**config.mk**
```make
export PLATFORM = sky130hd
export DESIGN_NAME = positional_list_engine_unit
export DESIGN_NICKNAME = d
export VERILOG_FILES = /design/src/hdl/plee_pkg.sv /design/src/hdl/plee_mem.sv /design/src/hdl/plee_ctl.sv /design/src/hdl/positional_list_engine_unit.sv
export SDC_FILE = /design/constraint.sdc
export NUM_CORES = 1
export LEC_CHECK = 0
export BUFFER_PORTS_ARGS = -buffer_cell sky130_fd_sc_hd__clkbuf_2
export CAP_MARGIN = 25
export CORE_ASPECT_RATIO = 1.2
export CORE_MARGIN = 2
export CORE_UTILIZATION = 50
export DETAILED_ROUTE_END_ITERATION = 10
export HOLD_SLACK_MARGIN = 0.12
export PLACE_DENSITY = 0.74
export SETUP_SLACK_MARGIN = 0.3
export SLEW_MARGIN = 30
export SYNTH_ARGS = -nofsm -noshare
export SYNTH_HDL_FRONTEND = slang
export SYNTH_SLANG_ARGS = --single-unit
```
**constraint.sdc**
```tcl
create_clock -name clk -period 6.57 [get_ports clk]
set_clock_uncertainty 0.05 [all_clocks]
set_input_delay 1.314 -clock clk [delete_from_list [all_inputs] [get_ports clk]]
set_output_delay 1.314 -clock clk [all_outputs]
set_load 0.01 [all_outputs]
```
**src/hdl/plee_pkg.sv**
```systemverilog
`timescale 1ns / 1ps
package plee_pkg;

	localparam int MODE_W  = 4;
	localparam int POS_W   = 7;
	localparam int VAL_W   = 16;
	localparam int STAT_W  = 3;
	localparam int MAX_RESULTS = 16;

	localparam logic [MODE_W-1:0] MODE_APPEND  = 4'd0;
	localparam logic [MODE_W-1:0] MODE_PREPEND = 4'd1;
	localparam logic [MODE_W-1:0] MODE_INSERT  = 4'd2;
	localparam logic [MODE_W-1:0] MODE_UPDATE  = 4'd3;
	localparam logic [MODE_W-1:0] MODE_RM_HEAD = 4'd4;
	localparam logic [MODE_W-1:0] MODE_RM_TAIL = 4'd5;
	localparam logic [MODE_W-1:0] MODE_RM_AT   = 4'd6;
	localparam logic [MODE_W-1:0] MODE_SEARCH  = 4'd7;
	localparam logic [MODE_W-1:0] MODE_READ    = 4'd8;
	localparam logic [MODE_W-1:0] MODE_REVERSE = 4'd9;

	localparam logic [STAT_W-1:0] ST_OK       = 3'd0;
	localparam logic [STAT_W-1:0] ST_BADPOS   = 3'd1;
	localparam logic [STAT_W-1:0] ST_EMPTY    = 3'd2;
	localparam logic [STAT_W-1:0] ST_NOTFOUND = 3'd3;
	localparam logic [STAT_W-1:0] ST_FULL     = 3'd4;

	typedef struct packed {
		logic              vld;
		logic [STAT_W-1:0] status;
		logic [VAL_W-1:0]  value;
		logic [POS_W-1:0]  pos;
		logic              last;
	} res_t;

endpackage

```
**src/hdl/plee_mem.sv**
```systemverilog
`timescale 1ns / 1ps
module plee_mem #(
	parameter int CAPACITY = 16
) (
	input  logic                          clk,
	input  logic                          we,
	input  logic [$clog2(CAPACITY)-1:0]   waddr,
	input  logic [plee_pkg::VAL_W-1:0]    wdata,
	input  logic [$clog2(CAPACITY)-1:0]   raddr,
	output logic [plee_pkg::VAL_W-1:0]    rdata
);
	import plee_pkg::*;

	logic [VAL_W-1:0] mem [CAPACITY];
	logic [VAL_W-1:0] rdata_q;

	always_ff @(posedge clk) begin
		if (we) begin
			mem[waddr] <= wdata;
		end
		rdata_q <= mem[raddr];
	end

	assign rdata = rdata_q;

endmodule

```
**src/hdl/plee_ctl.sv**
```systemverilog
`timescale 1ns / 1ps
module plee_ctl #(
	parameter int CAPACITY = 16
) (
	input  logic                                 clk,
	input  logic                                 arst_n,
	input  logic                                 start,
	input  logic [plee_pkg::MODE_W-1:0]          mode,
	input  logic [plee_pkg::POS_W-1:0]           position,
	input  logic [plee_pkg::VAL_W-1:0]           value,
	output logic                                 busy,
	output logic [$clog2(CAPACITY+1)-1:0]        count,
	output plee_pkg::res_t                       res,
	output logic                                 mem_we,
	output logic [$clog2(CAPACITY)-1:0]          mem_waddr,
	output logic [plee_pkg::VAL_W-1:0]           mem_wdata,
	output logic [$clog2(CAPACITY)-1:0]          mem_raddr,
	input  logic [plee_pkg::VAL_W-1:0]           mem_rdata
);
	import plee_pkg::*;

	localparam int CW = $clog2(CAPACITY + 1);
	localparam int AW = $clog2(CAPACITY);

	localparam logic [3:0] S_IDLE     = 4'd0;
	localparam logic [3:0] S_INS      = 4'd1;
	localparam logic [3:0] S_INS_WR   = 4'd2;
	localparam logic [3:0] S_REM_V    = 4'd3;
	localparam logic [3:0] S_REM      = 4'd4;
	localparam logic [3:0] S_REM_WR   = 4'd5;
	localparam logic [3:0] S_SRCH     = 4'd6;
	localparam logic [3:0] S_SRCH_CMP = 4'd7;
	localparam logic [3:0] S_RD       = 4'd8;
	localparam logic [3:0] S_RD_OUT   = 4'd9;
	localparam logic [3:0] S_REV      = 4'd10;
	localparam logic [3:0] S_REV_A    = 4'd11;
	localparam logic [3:0] S_REV_B    = 4'd12;
	localparam logic [3:0] S_REV_W    = 4'd13;

	logic [3:0]       state_q, state_d;
	logic [CW-1:0]    cnt_q, cnt_d;
	logic [CW-1:0]    ptr_q, ptr_d;
	logic [CW-1:0]    end_q, end_d;
	logic [VAL_W-1:0] val_q, val_d;
	logic [VAL_W-1:0] tmp_q, tmp_d;
	logic [POS_W-1:0] pos_q, pos_d;

	logic [POS_W-1:0] cnt7;
	logic [POS_W-1:0] at7;
	logic [POS_W-1:0] n7;
	logic [CW-1:0]    idx;
	logic [CW-1:0]    ptr_inc;
	logic [CW-1:0]    ptr_dec;

	// shared step unit for the walking pointer
	assign ptr_inc = ptr_q + 1'b1;
	assign ptr_dec = ptr_q - 1'b1;
	assign cnt7    = POS_W'(cnt_q);
	assign n7      = (cnt7 < POS_W'(MAX_RESULTS)) ? cnt7 : POS_W'(MAX_RESULTS);

	always_comb begin
		if (mode == MODE_APPEND || (mode == MODE_INSERT && position > cnt7)) begin
			idx = cnt_q;
		end else if (mode == MODE_PREPEND || position <= 7'd1) begin
			idx = '0;
		end else begin
			idx = CW'(position - 7'd1);
		end
		case (mode)
			MODE_RM_HEAD: at7 = 7'd1;
			MODE_RM_TAIL: at7 = cnt7;
			default:      at7 = position;
		endcase
	end

	always_comb begin
		state_d   = state_q;
		cnt_d     = cnt_q;
		ptr_d     = ptr_q;
		end_d     = end_q;
		val_d     = val_q;
		tmp_d     = tmp_q;
		pos_d     = pos_q;
		mem_we    = 1'b0;
		mem_waddr = ptr_q[AW-1:0];
		mem_wdata = val_q;
		mem_raddr = ptr_q[AW-1:0];
		res       = '0;
		res.last  = 1'b1;

		case (state_q)
			S_IDLE: begin
				if (start) begin
					val_d = value;
					case (mode)
						MODE_APPEND, MODE_PREPEND, MODE_INSERT: begin
							if (cnt_q == CW'(CAPACITY)) begin
								res.vld    = 1'b1;
								res.status = ST_FULL;
							end else begin
								ptr_d   = cnt_q;
								end_d   = idx;
								state_d = S_INS;
							end
						end
						MODE_UPDATE: begin
							res.vld = 1'b1;
							if (position == 7'd0 || position > cnt7) begin
								res.status = ST_BADPOS;
							end else begin
								mem_we     = 1'b1;
								mem_waddr  = AW'(position - 7'd1);
								mem_wdata  = value;
								res.status = ST_OK;
							end
						end
						MODE_RM_HEAD, MODE_RM_TAIL, MODE_RM_AT: begin
							if (cnt_q == '0) begin
								res.vld    = 1'b1;
								res.status = ST_EMPTY;
							end else if (at7 == 7'd0 || at7 > cnt7) begin
								res.vld    = 1'b1;
								res.status = ST_BADPOS;
							end else begin
								pos_d     = at7;
								ptr_d     = CW'(at7 - 7'd1);
								mem_raddr = AW'(at7 - 7'd1);
								state_d   = S_REM_V;
							end
						end
						MODE_SEARCH: begin
							if (cnt_q == '0) begin
								res.vld    = 1'b1;
								res.status = ST_NOTFOUND;
							end else begin
								ptr_d   = '0;
								state_d = S_SRCH;
							end
						end
						MODE_READ: begin
							if (cnt_q == '0) begin
								res.vld    = 1'b1;
								res.status = ST_EMPTY;
							end else begin
								ptr_d   = '0;
								end_d   = CW'(n7);
								state_d = S_RD;
							end
						end
						MODE_REVERSE: begin
							ptr_d   = '0;
							end_d   = cnt_q - 1'b1;
							state_d = S_REV;
						end
						default: begin
							res.vld    = 1'b1;
							res.status = ST_OK;
						end
					endcase
				end
			end
			// insert: move entries back one slot from the tail down to idx
			S_INS: begin
				if (ptr_q == end_q) begin
					mem_we     = 1'b1;
					mem_waddr  = ptr_q[AW-1:0];
					mem_wdata  = val_q;
					cnt_d      = cnt_q + 1'b1;
					res.vld    = 1'b1;
					res.status = ST_OK;
					state_d    = S_IDLE;
				end else begin
					mem_raddr = ptr_dec[AW-1:0];
					state_d   = S_INS_WR;
				end
			end
			S_INS_WR: begin
				mem_we    = 1'b1;
				mem_waddr = ptr_q[AW-1:0];
				mem_wdata = mem_rdata;
				ptr_d     = ptr_dec;
				state_d   = S_INS;
			end
			S_REM_V: begin
				tmp_d   = mem_rdata;
				state_d = S_REM;
			end
			// remove: pull later entries forward one slot
			S_REM: begin
				if (ptr_inc == cnt_q) begin
					cnt_d      = cnt_q - 1'b1;
					res.vld    = 1'b1;
					res.status = ST_OK;
					res.value  = tmp_q;
					res.pos    = pos_q;
					state_d    = S_IDLE;
				end else begin
					mem_raddr = ptr_inc[AW-1:0];
					state_d   = S_REM_WR;
				end
			end
			S_REM_WR: begin
				mem_we    = 1'b1;
				mem_waddr = ptr_q[AW-1:0];
				mem_wdata = mem_rdata;
				ptr_d     = ptr_inc;
				state_d   = S_REM;
			end
			S_SRCH: begin
				mem_raddr = ptr_q[AW-1:0];
				state_d   = S_SRCH_CMP;
			end
			S_SRCH_CMP: begin
				if (mem_rdata == val_q) begin
					res.vld    = 1'b1;
					res.status = ST_OK;
					res.value  = val_q;
					res.pos    = POS_W'(ptr_inc);
					state_d    = S_IDLE;
				end else if (ptr_inc == cnt_q) begin
					res.vld    = 1'b1;
					res.status = ST_NOTFOUND;
					state_d    = S_IDLE;
				end else begin
					ptr_d   = ptr_inc;
					state_d = S_SRCH;
				end
			end
			S_RD: begin
				mem_raddr = ptr_q[AW-1:0];
				state_d   = S_RD_OUT;
			end
			S_RD_OUT: begin
				res.vld    = 1'b1;
				res.status = ST_OK;
				res.value  = mem_rdata;
				res.pos    = POS_W'(ptr_inc);
				res.last   = (ptr_inc == end_q);
				if (ptr_inc == end_q) begin
					state_d = S_IDLE;
				end else begin
					ptr_d   = ptr_inc;
					state_d = S_RD;
				end
			end
			// reverse: swap the entries at the head/tail pointers until they meet
			S_REV: begin
				if (cnt_q > CW'(1) && ptr_q < end_q) begin
					mem_raddr = ptr_q[AW-1:0];
					state_d   = S_REV_A;
				end else begin
					res.vld    = 1'b1;
					res.status = ST_OK;
					state_d    = S_IDLE;
				end
			end
			S_REV_A: begin
				tmp_d     = mem_rdata;
				mem_raddr = end_q[AW-1:0];
				state_d   = S_REV_B;
			end
			S_REV_B: begin
				mem_we    = 1'b1;
				mem_waddr = ptr_q[AW-1:0];
				mem_wdata = mem_rdata;
				state_d   = S_REV_W;
			end
			S_REV_W: begin
				mem_we    = 1'b1;
				mem_waddr = end_q[AW-1:0];
				mem_wdata = tmp_q;
				ptr_d     = ptr_inc;
				end_d     = end_q - 1'b1;
				state_d   = S_REV;
			end
			default: begin
				state_d = S_IDLE;
			end
		endcase
	end

	always_ff @(posedge clk or negedge arst_n) begin
		if (!arst_n) begin
			state_q <= S_IDLE;
			cnt_q   <= '0;
		end else begin
			state_q <= state_d;
			cnt_q   <= cnt_d;
		end
	end

	always_ff @(posedge clk) begin
		ptr_q <= ptr_d;
		end_q <= end_d;
		val_q <= val_d;
		tmp_q <= tmp_d;
		pos_q <= pos_d;
	end

	assign busy  = (state_q != S_IDLE);
	assign count = cnt_q;

endmodule

```
**src/hdl/positional_list_engine_unit.sv**
```systemverilog
`timescale 1ns / 1ps
// Errors, update and unused modes give their result in the cycle after start.
// Insert, remove, search, read-all and reverse step through the list entry by entry
// (list RAM with one read port and one write port).
// Throughput: one request at a time; busy stays high until the final result is out.
// Reset (arst_n low) clears the entry count; list contents stay undefined until written.
// Results are strobed for one cycle; the receiver cannot stall.
module positional_list_engine_unit #(
	parameter int CAPACITY = 16
) (
	input  logic                               clk,
	input  logic                               arst_n,
	input  logic                               start,
	output logic                               busy,
	input  logic [plee_pkg::MODE_W-1:0]        mode,
	input  logic [plee_pkg::POS_W-1:0]         position,
	input  logic [plee_pkg::VAL_W-1:0]         value,
	output logic                               strobe,
	output logic [plee_pkg::STAT_W-1:0]        status,
	output logic [plee_pkg::VAL_W-1:0]         item_value,
	output logic [plee_pkg::POS_W-1:0]         item_position,
	output logic [plee_pkg::POS_W-1:0]         entry_count,
	output logic                               last
);
	import plee_pkg::*;

	localparam int CW = $clog2(CAPACITY + 1);
	localparam int AW = $clog2(CAPACITY);

	res_t             res;
	logic [CW-1:0]    cnt;
	logic             mem_we;
	logic [AW-1:0]    mem_waddr;
	logic [VAL_W-1:0] mem_wdata;
	logic [AW-1:0]    mem_raddr;
	logic [VAL_W-1:0] mem_rdata;

	logic              strobe_q;
	logic [STAT_W-1:0] status_q;
	logic [VAL_W-1:0]  value_q;
	logic [POS_W-1:0]  pos_q;
	logic              last_q;

	plee_ctl #(.CAPACITY(CAPACITY)) u_ctl (
		.clk       (clk),
		.arst_n    (arst_n),
		.start     (start),
		.mode      (mode),
		.position  (position),
		.value     (value),
		.busy      (busy),
		.count     (cnt),
		.res       (res),
		.mem_we    (mem_we),
		.mem_waddr (mem_waddr),
		.mem_wdata (mem_wdata),
		.mem_raddr (mem_raddr),
		.mem_rdata (mem_rdata)
	);

	plee_mem #(.CAPACITY(CAPACITY)) u_mem (
		.clk   (clk),
		.we    (mem_we),
		.waddr (mem_waddr),
		.wdata (mem_wdata),
		.raddr (mem_raddr),
		.rdata (mem_rdata)
	);

	always_ff @(posedge clk or negedge arst_n) begin
		if (!arst_n) begin
			strobe_q <= 1'b0;
		end else begin
			strobe_q <= res.vld;
		end
	end

	always_ff @(posedge clk) begin
		status_q <= res.status;
		value_q  <= res.value;
		pos_q    <= res.pos;
		last_q   <= res.last;
	end

	assign strobe        = strobe_q;
	assign status        = status_q;
	assign item_value    = value_q;
	assign item_position = pos_q;
	assign last          = last_q;
	// count already reflects the finished request when the strobe shows
	assign entry_count   = POS_W'(cnt);

	a_count_bound: assert property (@(posedge clk) disable iff (!arst_n)
		entry_count <= POS_W'(CAPACITY))
		else $error("entry count above capacity");

	a_full_count: assert property (@(posedge clk) disable iff (!arst_n)
		(strobe && status == ST_FULL) |-> (entry_count == POS_W'(CAPACITY)))
		else $error("full status with room left");

	a_empty_count: assert property (@(posedge clk) disable iff (!arst_n)
		(strobe && status == ST_EMPTY) |-> (entry_count == 7'd0))
		else $error("empty status with entries held");

	a_last_idle: assert property (@(posedge clk) disable iff (!arst_n)
		(strobe && last) |-> !busy)
		else $error("busy after final result");

	a_mid_busy: assert property (@(posedge clk) disable iff (!arst_n)
		(strobe && !last) |-> busy)
		else $error("idle in the middle of a read-out");

endmodule
```
## Yosys cells after proc, flatten, opt, wreduce, memory -nomap -nowiden

Memories as Yosys holds them, arrays and structs flattened. A register that Yosys moved wholly into a read port is not among the register bits.
Index checks and enable logic that the tools add are counted.
Widths: inputs -> output; s select.

| storage, ports and cells | value |
|---|---|
| register bits after elaboration | 86 |
| bits in latches | 0 |
| bits in writable memories | 256 |
| ROM bits | 0 |
| memories | 1 |

Memories:

| name | words | width | rd ports | clocked after Yosys merged registers in | wr ports | line | source |
|---|---|---|---|---|---|---|---|
| u_mem.mem | 16 | 16 | 1 | 1 | 1 | plee_mem.sv:14 | `logic [VAL_W-1:0] mem [CAPACITY];` |

| cells by class | value |
|---|---|
| add/subtract/negate cells | 7 |
| multiply operators | 0 |
| div/mod/pow operators | 0 |
| $lt $le $gt $ge | 6 |
| equal/unequal tests | 42 |
| shift-type cells | 0 |
| muxes and demuxes | 74 |
| bitwise gates (word level) | 2 |
| reduce and logical (&&, ||, !) cells | 29 |

Operator list:

| cell | number |
|---|---|
| $mux 4 | 27 |
| $mux 5 | 16 |
| $pmux 23 s3 | 1 |
| $pmux 4 s13 | 1 |
| $mux 16 | 3 |
| $pmux 16 s3 | 1 |
| $pmux 4 s6 | 2 |
| $eq 4x3->1 const B | 8 |
| $eq 4x4->1 const B | 8 |
| $mux 27 | 1 |
| $pmux 5 s5 | 1 |
| $sub 5x1->5 const B | 5 |
| $mux 23 | 1 |
| $pmux 4 s5 | 1 |
| $pmux 5 s2 | 2 |
| $pmux 5 s4 | 1 |
| $ne 3x3->1 const B | 6 |
| $eq 16x16->1 | 1 |
| $eq 4x2->1 const B | 4 |
| $pmux 4 s4 | 1 |
| $eq 5x5->1 | 3 |
| $pmux 5 s3 | 1 |
| $gt 7x5->1 | 2 |
| $logic_not 7->1 | 2 |
| 34 further kinds | 61 |

## Logic depth before layout (Yosys ltp)

| depth | value |
|---|---|
| word-level depth | 9 |
| depth in mapped cells | 18 |

## Hierarchy

From an unflattened synthesis, not the netlist that was laid out.

| second synthesis, totals | value |
|---|---|
| cell total of the unflattened synthesis | 1,119 |
| area total of the unflattened synthesis | 15,877.7 um2 |

Modules (own cells, without submodules):

| module | instances | cells each | area each (um2) |
|---|---|---|---|
| plee_mem | 1 | 432 | 10,042.1 |
| plee_ctl | 1 | 656 | 5,251.3 |
| positional_list_engine_unit | 1 | 31 | 584.3 |

## Worst setup path before layout

OpenSTA, ideal clock, no wires.

| timing path | value |
|---|---|
| kind | input -> register |
| start point | input port position[1] (netlist name) |
| end point | memory u_mem.mem[0][0] (enable) |
| library setup time | 430 ps |
| arrival | 5,156 ps |
| path slack | 934 ps |
| stages on the path | 11 |
| cells stage by stage | ha_1 -> nor2b_1 -> o21a_1 -> o21a_1 -> o21a_1 -> o22ai_1 -> nand4_1 -> o211a_1 -> or3b_2 -> clkbuf_1 -> nor4_1 |

| between the ends | value |
|---|---|
| word-level cells in the longest chain between the ends | 8 |
| elaborated cells on any way between the ends | 14 |
| those cells by class | 1 x add/sub; 1 x order compare; 10 x mux; 2 x reduce/logical |

Ends and longest elaborated chain:

| item | line | source |
|---|---|---|
| start: declaration | positional_list_engine_unit.sv:16 | `input logic [plee_pkg::POS_W-1:0] position,` |
| $gt 7x5->1 or $logic_not 7->1 (tied branches) | plee_ctl.sv:108 | `if (position == 7'd0 \|\| position > cnt7) begin` |
| $logic_or 1x1->1 | plee_ctl.sv:108 |  |
| $mux 1 | plee_ctl.sv:108 |  |
| $mux 1 | plee_ctl.sv:95 | `case (mode)` |
| $mux 1 | plee_ctl.sv:93 | `if (start) begin` |
| $pmux 1 s3 | plee_ctl.sv:91 | `case (state_q)` |
| $mux 1 | plee_mem.sv:18 | `if (we) begin` |
| $mux 1 (not written as such) | plee_mem.sv:19 | `mem[waddr] <= wdata;` |
| end: declaration | plee_mem.sv:14 |  |

Parallel ways exist; a longest one is shown, timed or not.

## Worst setup path after layout

| timing path | value |
|---|---|
| start point | input port mode[2] (netlist name) |
| end point | register u_mem.rdata_q[2], in the netlist u_mem.rdata[2] (read register of u_mem.mem) |

| between the ends | value |
|---|---|
| word-level cells in the longest chain between the ends | 9 |
| elaborated cells on any way between the ends | 14 |
| those cells by class | 1 x add/sub; 1 x order compare; 3 x eq/ne; 6 x mux; 3 x reduce/logical |

Ends and longest elaborated chain:

| item | line | source |
|---|---|---|
| start: declaration | positional_list_engine_unit.sv:15 | `input logic [plee_pkg::MODE_W-1:0] mode,` |
| $eq 4x3->1 | plee_ctl.sv:69 | `case (mode)` |
| $pmux 7 s2 (*) | plee_ctl.sv:69 |  |
| named net u_ctl.at7[4] | plee_ctl.sv:49 | `logic [POS_W-1:0] at7;` |
| $gt 7x5->1 or $logic_not 7->1 (tied branches) | plee_ctl.sv:121 | `end else if (at7 == 7'd0 \|\| at7 > cnt7) begin` |
| $logic_or 1x1->1 (*) | plee_ctl.sv:121 |  |
| $mux 4 (*) | plee_ctl.sv:121 |  |
| $mux 4 (*) | plee_ctl.sv:118 | `if (cnt_q == '0) begin` |
| $mux 4 (*) | plee_ctl.sv:95 |  |
| $mux 4 (*) | plee_ctl.sv:93 |  |
| $pmux 4 s4 (*) | plee_ctl.sv:91 |  |
| end: declaration | plee_mem.sv:15 | `logic [VAL_W-1:0] rdata_q;` |

Mark *: on every way through the listed nets, which the timed path passes. The rest lies on a longest branch.
A chain may end at the register's enable or synchronous reset.

==> run_results.csv <==
group,metric,value,unit
outcome,status,"finished clean",
pwr,worst_ir_drop_vdd,0.387,mV
die,core_region_area,0.0331,mm2
clock_tree,cts_h_tree_depth,2,
die,die_w,171,um
global_route,grt_use_total,23.9,%
global_route,global_route_wire_length_before_repair,63400,um
sta,timing.final.crit_period,5.33,ns
synth,synthesis.area,0.0167,mm2
die,initial_core_util,50.6,%
finish,final_layout_size_suffix_gt1_share,16.9,%
routing,first_pass_iters,8,
clock_tree,post_cts_resized,0,
finish,final_net_count,1420,
clock_tree,cts_made_buffers,36,
global_route,antenna_found_initial,0,
sta,post-route-period-util,81.1,%
routing,drt_iter0_markers,1414,
critical_path,r2r_start,"u_ctl.count[1]$_DFFE_PN0P_",
global_route,global_route.overflow_total,0,
synth,postSynthRegisterBits,358,
placed_design,dp_slack,0.816,ns
pwr,power_leakage,6.69,nW
synth,seq_area_frac_synth,61.4,%
die,core.rowCount,73,
run,max-cap-violations,0,
synth,netlist-cell-type-count,89,
synth,yosys_most_used_dff,"sky130_fd_sc_hd__edfxtp_1",
critical_path,crit_path_top_delay_cell,"sky130_fd_sc_hd__a22o_2",
routing,drt.antenna.violating_nets,0,
routing,vias_per_cell,6.13,
clock_tree,cts.path.max_buffers,3,
sta,unrepaired_setup_endpoints_after_global_routing,"no",
critical_path,worst_ep_arrival_time,5.66,ns
clock_tree,clock_sinks,358,
clock_tree,postCtsHoldBufs,0,
synth,count_of_flip_flops_with_a_built_in_enable_after_synthesis,305,
placed_design,dp_hpwl,28100,um
clock_tree,worst_setup_hold_path_clk_slew,0.06,ns
min_path,holdPathStages,1,
critical_path,ff2ff_path_depth,12,
clock_tree,worstSkewPairLatency,0.54,ns
routing,remaining_drc_errors,0,
critical_path,criticalPathCategory,"input pin to flop",
global_route,number_of_global_route_vias_before_repair,11000,
critical_path,cp-start-kind,"input pin",
die,dieHeight,204,um
die,die_area,0.0349,mm2
finish,layout.cells.most_common,"sky130_fd_sc_hd__edfxtp_1",
placed_design,gpl.final_weighted_congestion,0.956,
min_path,hold_start,"u_ctl.pos_q[5]$_DFFE_PP_",
routing,via_count,11300,
clock_tree,post-cts-setup-buffer-count,0,
die,num_io_pins,66,
synth,post_synth_inst_count,1309,
sta,setup_ws,1.24,ns
finish,nFillCells,2687,
min_path,hold-path-endpoint,"item_position[5]$_DFF_P_",
sta,hold_violations,0,
sta,worst_slew_pin_slew,1.01,ns
sta,max_freq,188,MHz
critical_path,critical_path.top_delay_family,"compound AO/OA/AOI/OAI gates",
clock_tree,cts-root-buf,"sky130_fd_sc_hd__clkbuf_16",
pwr,p_per_area,534,mW/mm2
critical_path,path_buf_inv,2,
critical_path,critical_path.cell_chain,"clkbuf_2, or3b_1, o31ai_1, ha_1, a21oi_1, nand2b_1, o21ai_1, a31oi_1, o21ai_0, a22o_2, buf_4, nor3_1, nor4_1, nor3_1",
critical_path,critPathRequiredTime,6.90,ns
routing,drt-wirelength-per-cell,22.7,um
sta,maxSlewViolCount,0,
sta,setup_tns_final,0,ns
critical_path,cp_common_cell,"sky130_fd_sc_hd__nor3_1",
min_path,worstHoldPathType,"flop to flop",
global_route,grt_max_degree,49,
synth,yosys_warnings,0,
sta,maxSlewHeadroom,30.8,%
critical_path,rrSetupSlack,1.73,ns
critical_path,r2r-end,"u_mem.mem[6][3]$_DFFE_PP_",
synth,synth_area_per_cell,12.8,um2
finish,synthToLayoutAreaGrowth,11.7,%
sta,final-setup-viol-count,0,
critical_path,critPathCaptureType,"flop",
routing,totalWireLength,41900,um
finish,final_cell_mix,"305 x sky130_fd_sc_hd__edfxtp_1, 156 x sky130_fd_sc_hd__nand2_1, 105 x sky130_fd_sc_hd__mux2i_1",
clock_tree,tritoncts,"done",
sta,fin_hold_ws,0.399,ns
critical_path,timing.critical_path.slowest_cell_delay,0.59,ns
critical_path,crit_fanout,25,
placed_design,io_buffer_count,63,
synth,synth-async-reset-ratio,2.79,%
[worst reg2reg max path, cell delays in order (launching register included)]
cell and delay, ns:
sky130_fd_sc_hd__dfrtp_1 0.71, sky130_fd_sc_hd__inv_1 0.27, sky130_fd_sc_hd__ha_1 0.35, sky130_fd_sc_hd__nor2b_1 0.13, sky130_fd_sc_hd__o21a_1 0.16, sky130_fd_sc_hd__o21a_1 0.16, sky130_fd_sc_hd__o21a_1 0.16, sky130_fd_sc_hd__o22ai_1 0.39
sky130_fd_sc_hd__nand4_1 0.52, sky130_fd_sc_hd__o32ai_1 0.67, sky130_fd_sc_hd__o211ai_1 0.33, sky130_fd_sc_hd__nor3_2 0.26, sky130_fd_sc_hd__buf_4 0.34
[state kept, by name, indices dropped and copies added, names as in the netlist]
signal	flops
item_position	7
item_value	16
last	1
status	3
strobe	1
u_ctl.count	5
u_ctl.end_q	5
u_ctl.pos_q	7
u_ctl.ptr_q	5
u_ctl.state_q	4
u_ctl.tmp_q	16
u_ctl.val_q	16
u_mem.mem	256
u_mem.rdata	16
[final cells by class]
class                           count  area [um2]  area share [%]
Sequential cell                   358       10300            55.0
Clock inverter                     10         110           0.589
Tap cell                          450         563            3.01
Timing Repair Buffer              101         636            3.40
Antenna cell                        1        2.50          0.0134
Clock buffer                       56        1010            5.39
Inverter                           27         101           0.543
Multi-Input combinational cell    841        5990            32.1
[synthesized netlist by cell type (all sizes together), types with 6 or more instances]
library cell	n	share of area (%)
nand2b	8	0.30
nand4	11	0.41
or3	9	0.37
and2	13	0.49
mux2	30	2.0
and3	6	0.22
o21a	7	0.31
xnor2	34	1.8
nor4	22	0.86
nor3	79	2.6
a211oi	7	0.31
mux2i	105	6.3
a22oi	18	0.81
o21ai	51	1.6
nand3	21	0.66
edfxtp	305	55
nand2	156	3.5
dfrtp	10	1.5
clkbuf	32	0.73
o31ai	20	0.93
inv	27	0.61
buf	52	2.1
o22ai	19	1.1
dfxtp	43	5.1
nor2b	7	0.26
a21oi	36	1.1
nor2	37	0.83
a222oi	16	0.96
ha	25	1.9
o211ai	11	0.49
a31oi	8	0.30
xor2	10	0.52
[per-layer routing]
layer	vias to the layer above	GRT usage, %	routed length [um]
met4	0	8.84	1330
met3	93	3.62	3210
li1	5113	-	-
met5	-	0	0
met2	496	38.5	19400
met1	5594	33.0	18000
[through the flow]
step                      std cells  power [mW]  cell area [um2]  utilization, %
after floorplan                1310        6.77            16700               -
after global placement         1776        7.88            17600            53.1
after detailed placement       1776        7.99            17600            53.1
after CTS                      1842        9.94            18700            56.5
after global routing           1843        10.5            18700            56.5
final                          1844        9.98            18700            56.5
[how the worst max path moves through the flow]
| stage | from | endpoint | slack, ns | cells after the start |
|---|---|---|---|---|
| 3_3_place_gp | mode[2] | u_mem.rdata[2]$_DFF_P_ | 0.83 | 14 |
| 4_1_cts | mode[2] | u_mem.rdata[2]$_DFF_P_ | 1.36 | 14 |
| 2_1_floorplan | position[1] | u_mem.mem[0][0]$_DFFE_PP_ | 0.93 | 11 |
| 3_5_place_dp | mode[2] | u_mem.rdata[2]$_DFF_P_ | 0.82 | 14 |
| 6_report | mode[2] | u_mem.rdata[2]$_DFF_P_ | 1.24 | 14 |
| 5_1_grt | mode[2] | u_mem.rdata[2]$_DFF_P_ | 0.89 | 14 |
[power by group]
part	switching, mW	internal (mW)
sequential	0.353	3.08
clock	0.846	1.11
combinational	2.89	1.70
total	4.09	5.89
[kinds of logic (layout without fill, tap and decap cells)]
kind of cell / count (synthesis) / after routing / share of synthesized area [%]
AO/OA/AOI/OAI: 242 / 242 / 10.6
adder cells (fa/ha/maj): 25 / 25 / 1.87
XOR/XNOR: 45 / 45 / 2.44
buffers and inverters: 111 / 194 / 3.45
other: 1 / 3 / 0.0224
AND/OR/NAND/NOR: 391 / 391 / 11.8
flip-flops: 358 / 358 / 61.4
multiplexers: 136 / 136 / 8.44
No activity file was read; power rests on OpenSTA's default activity.
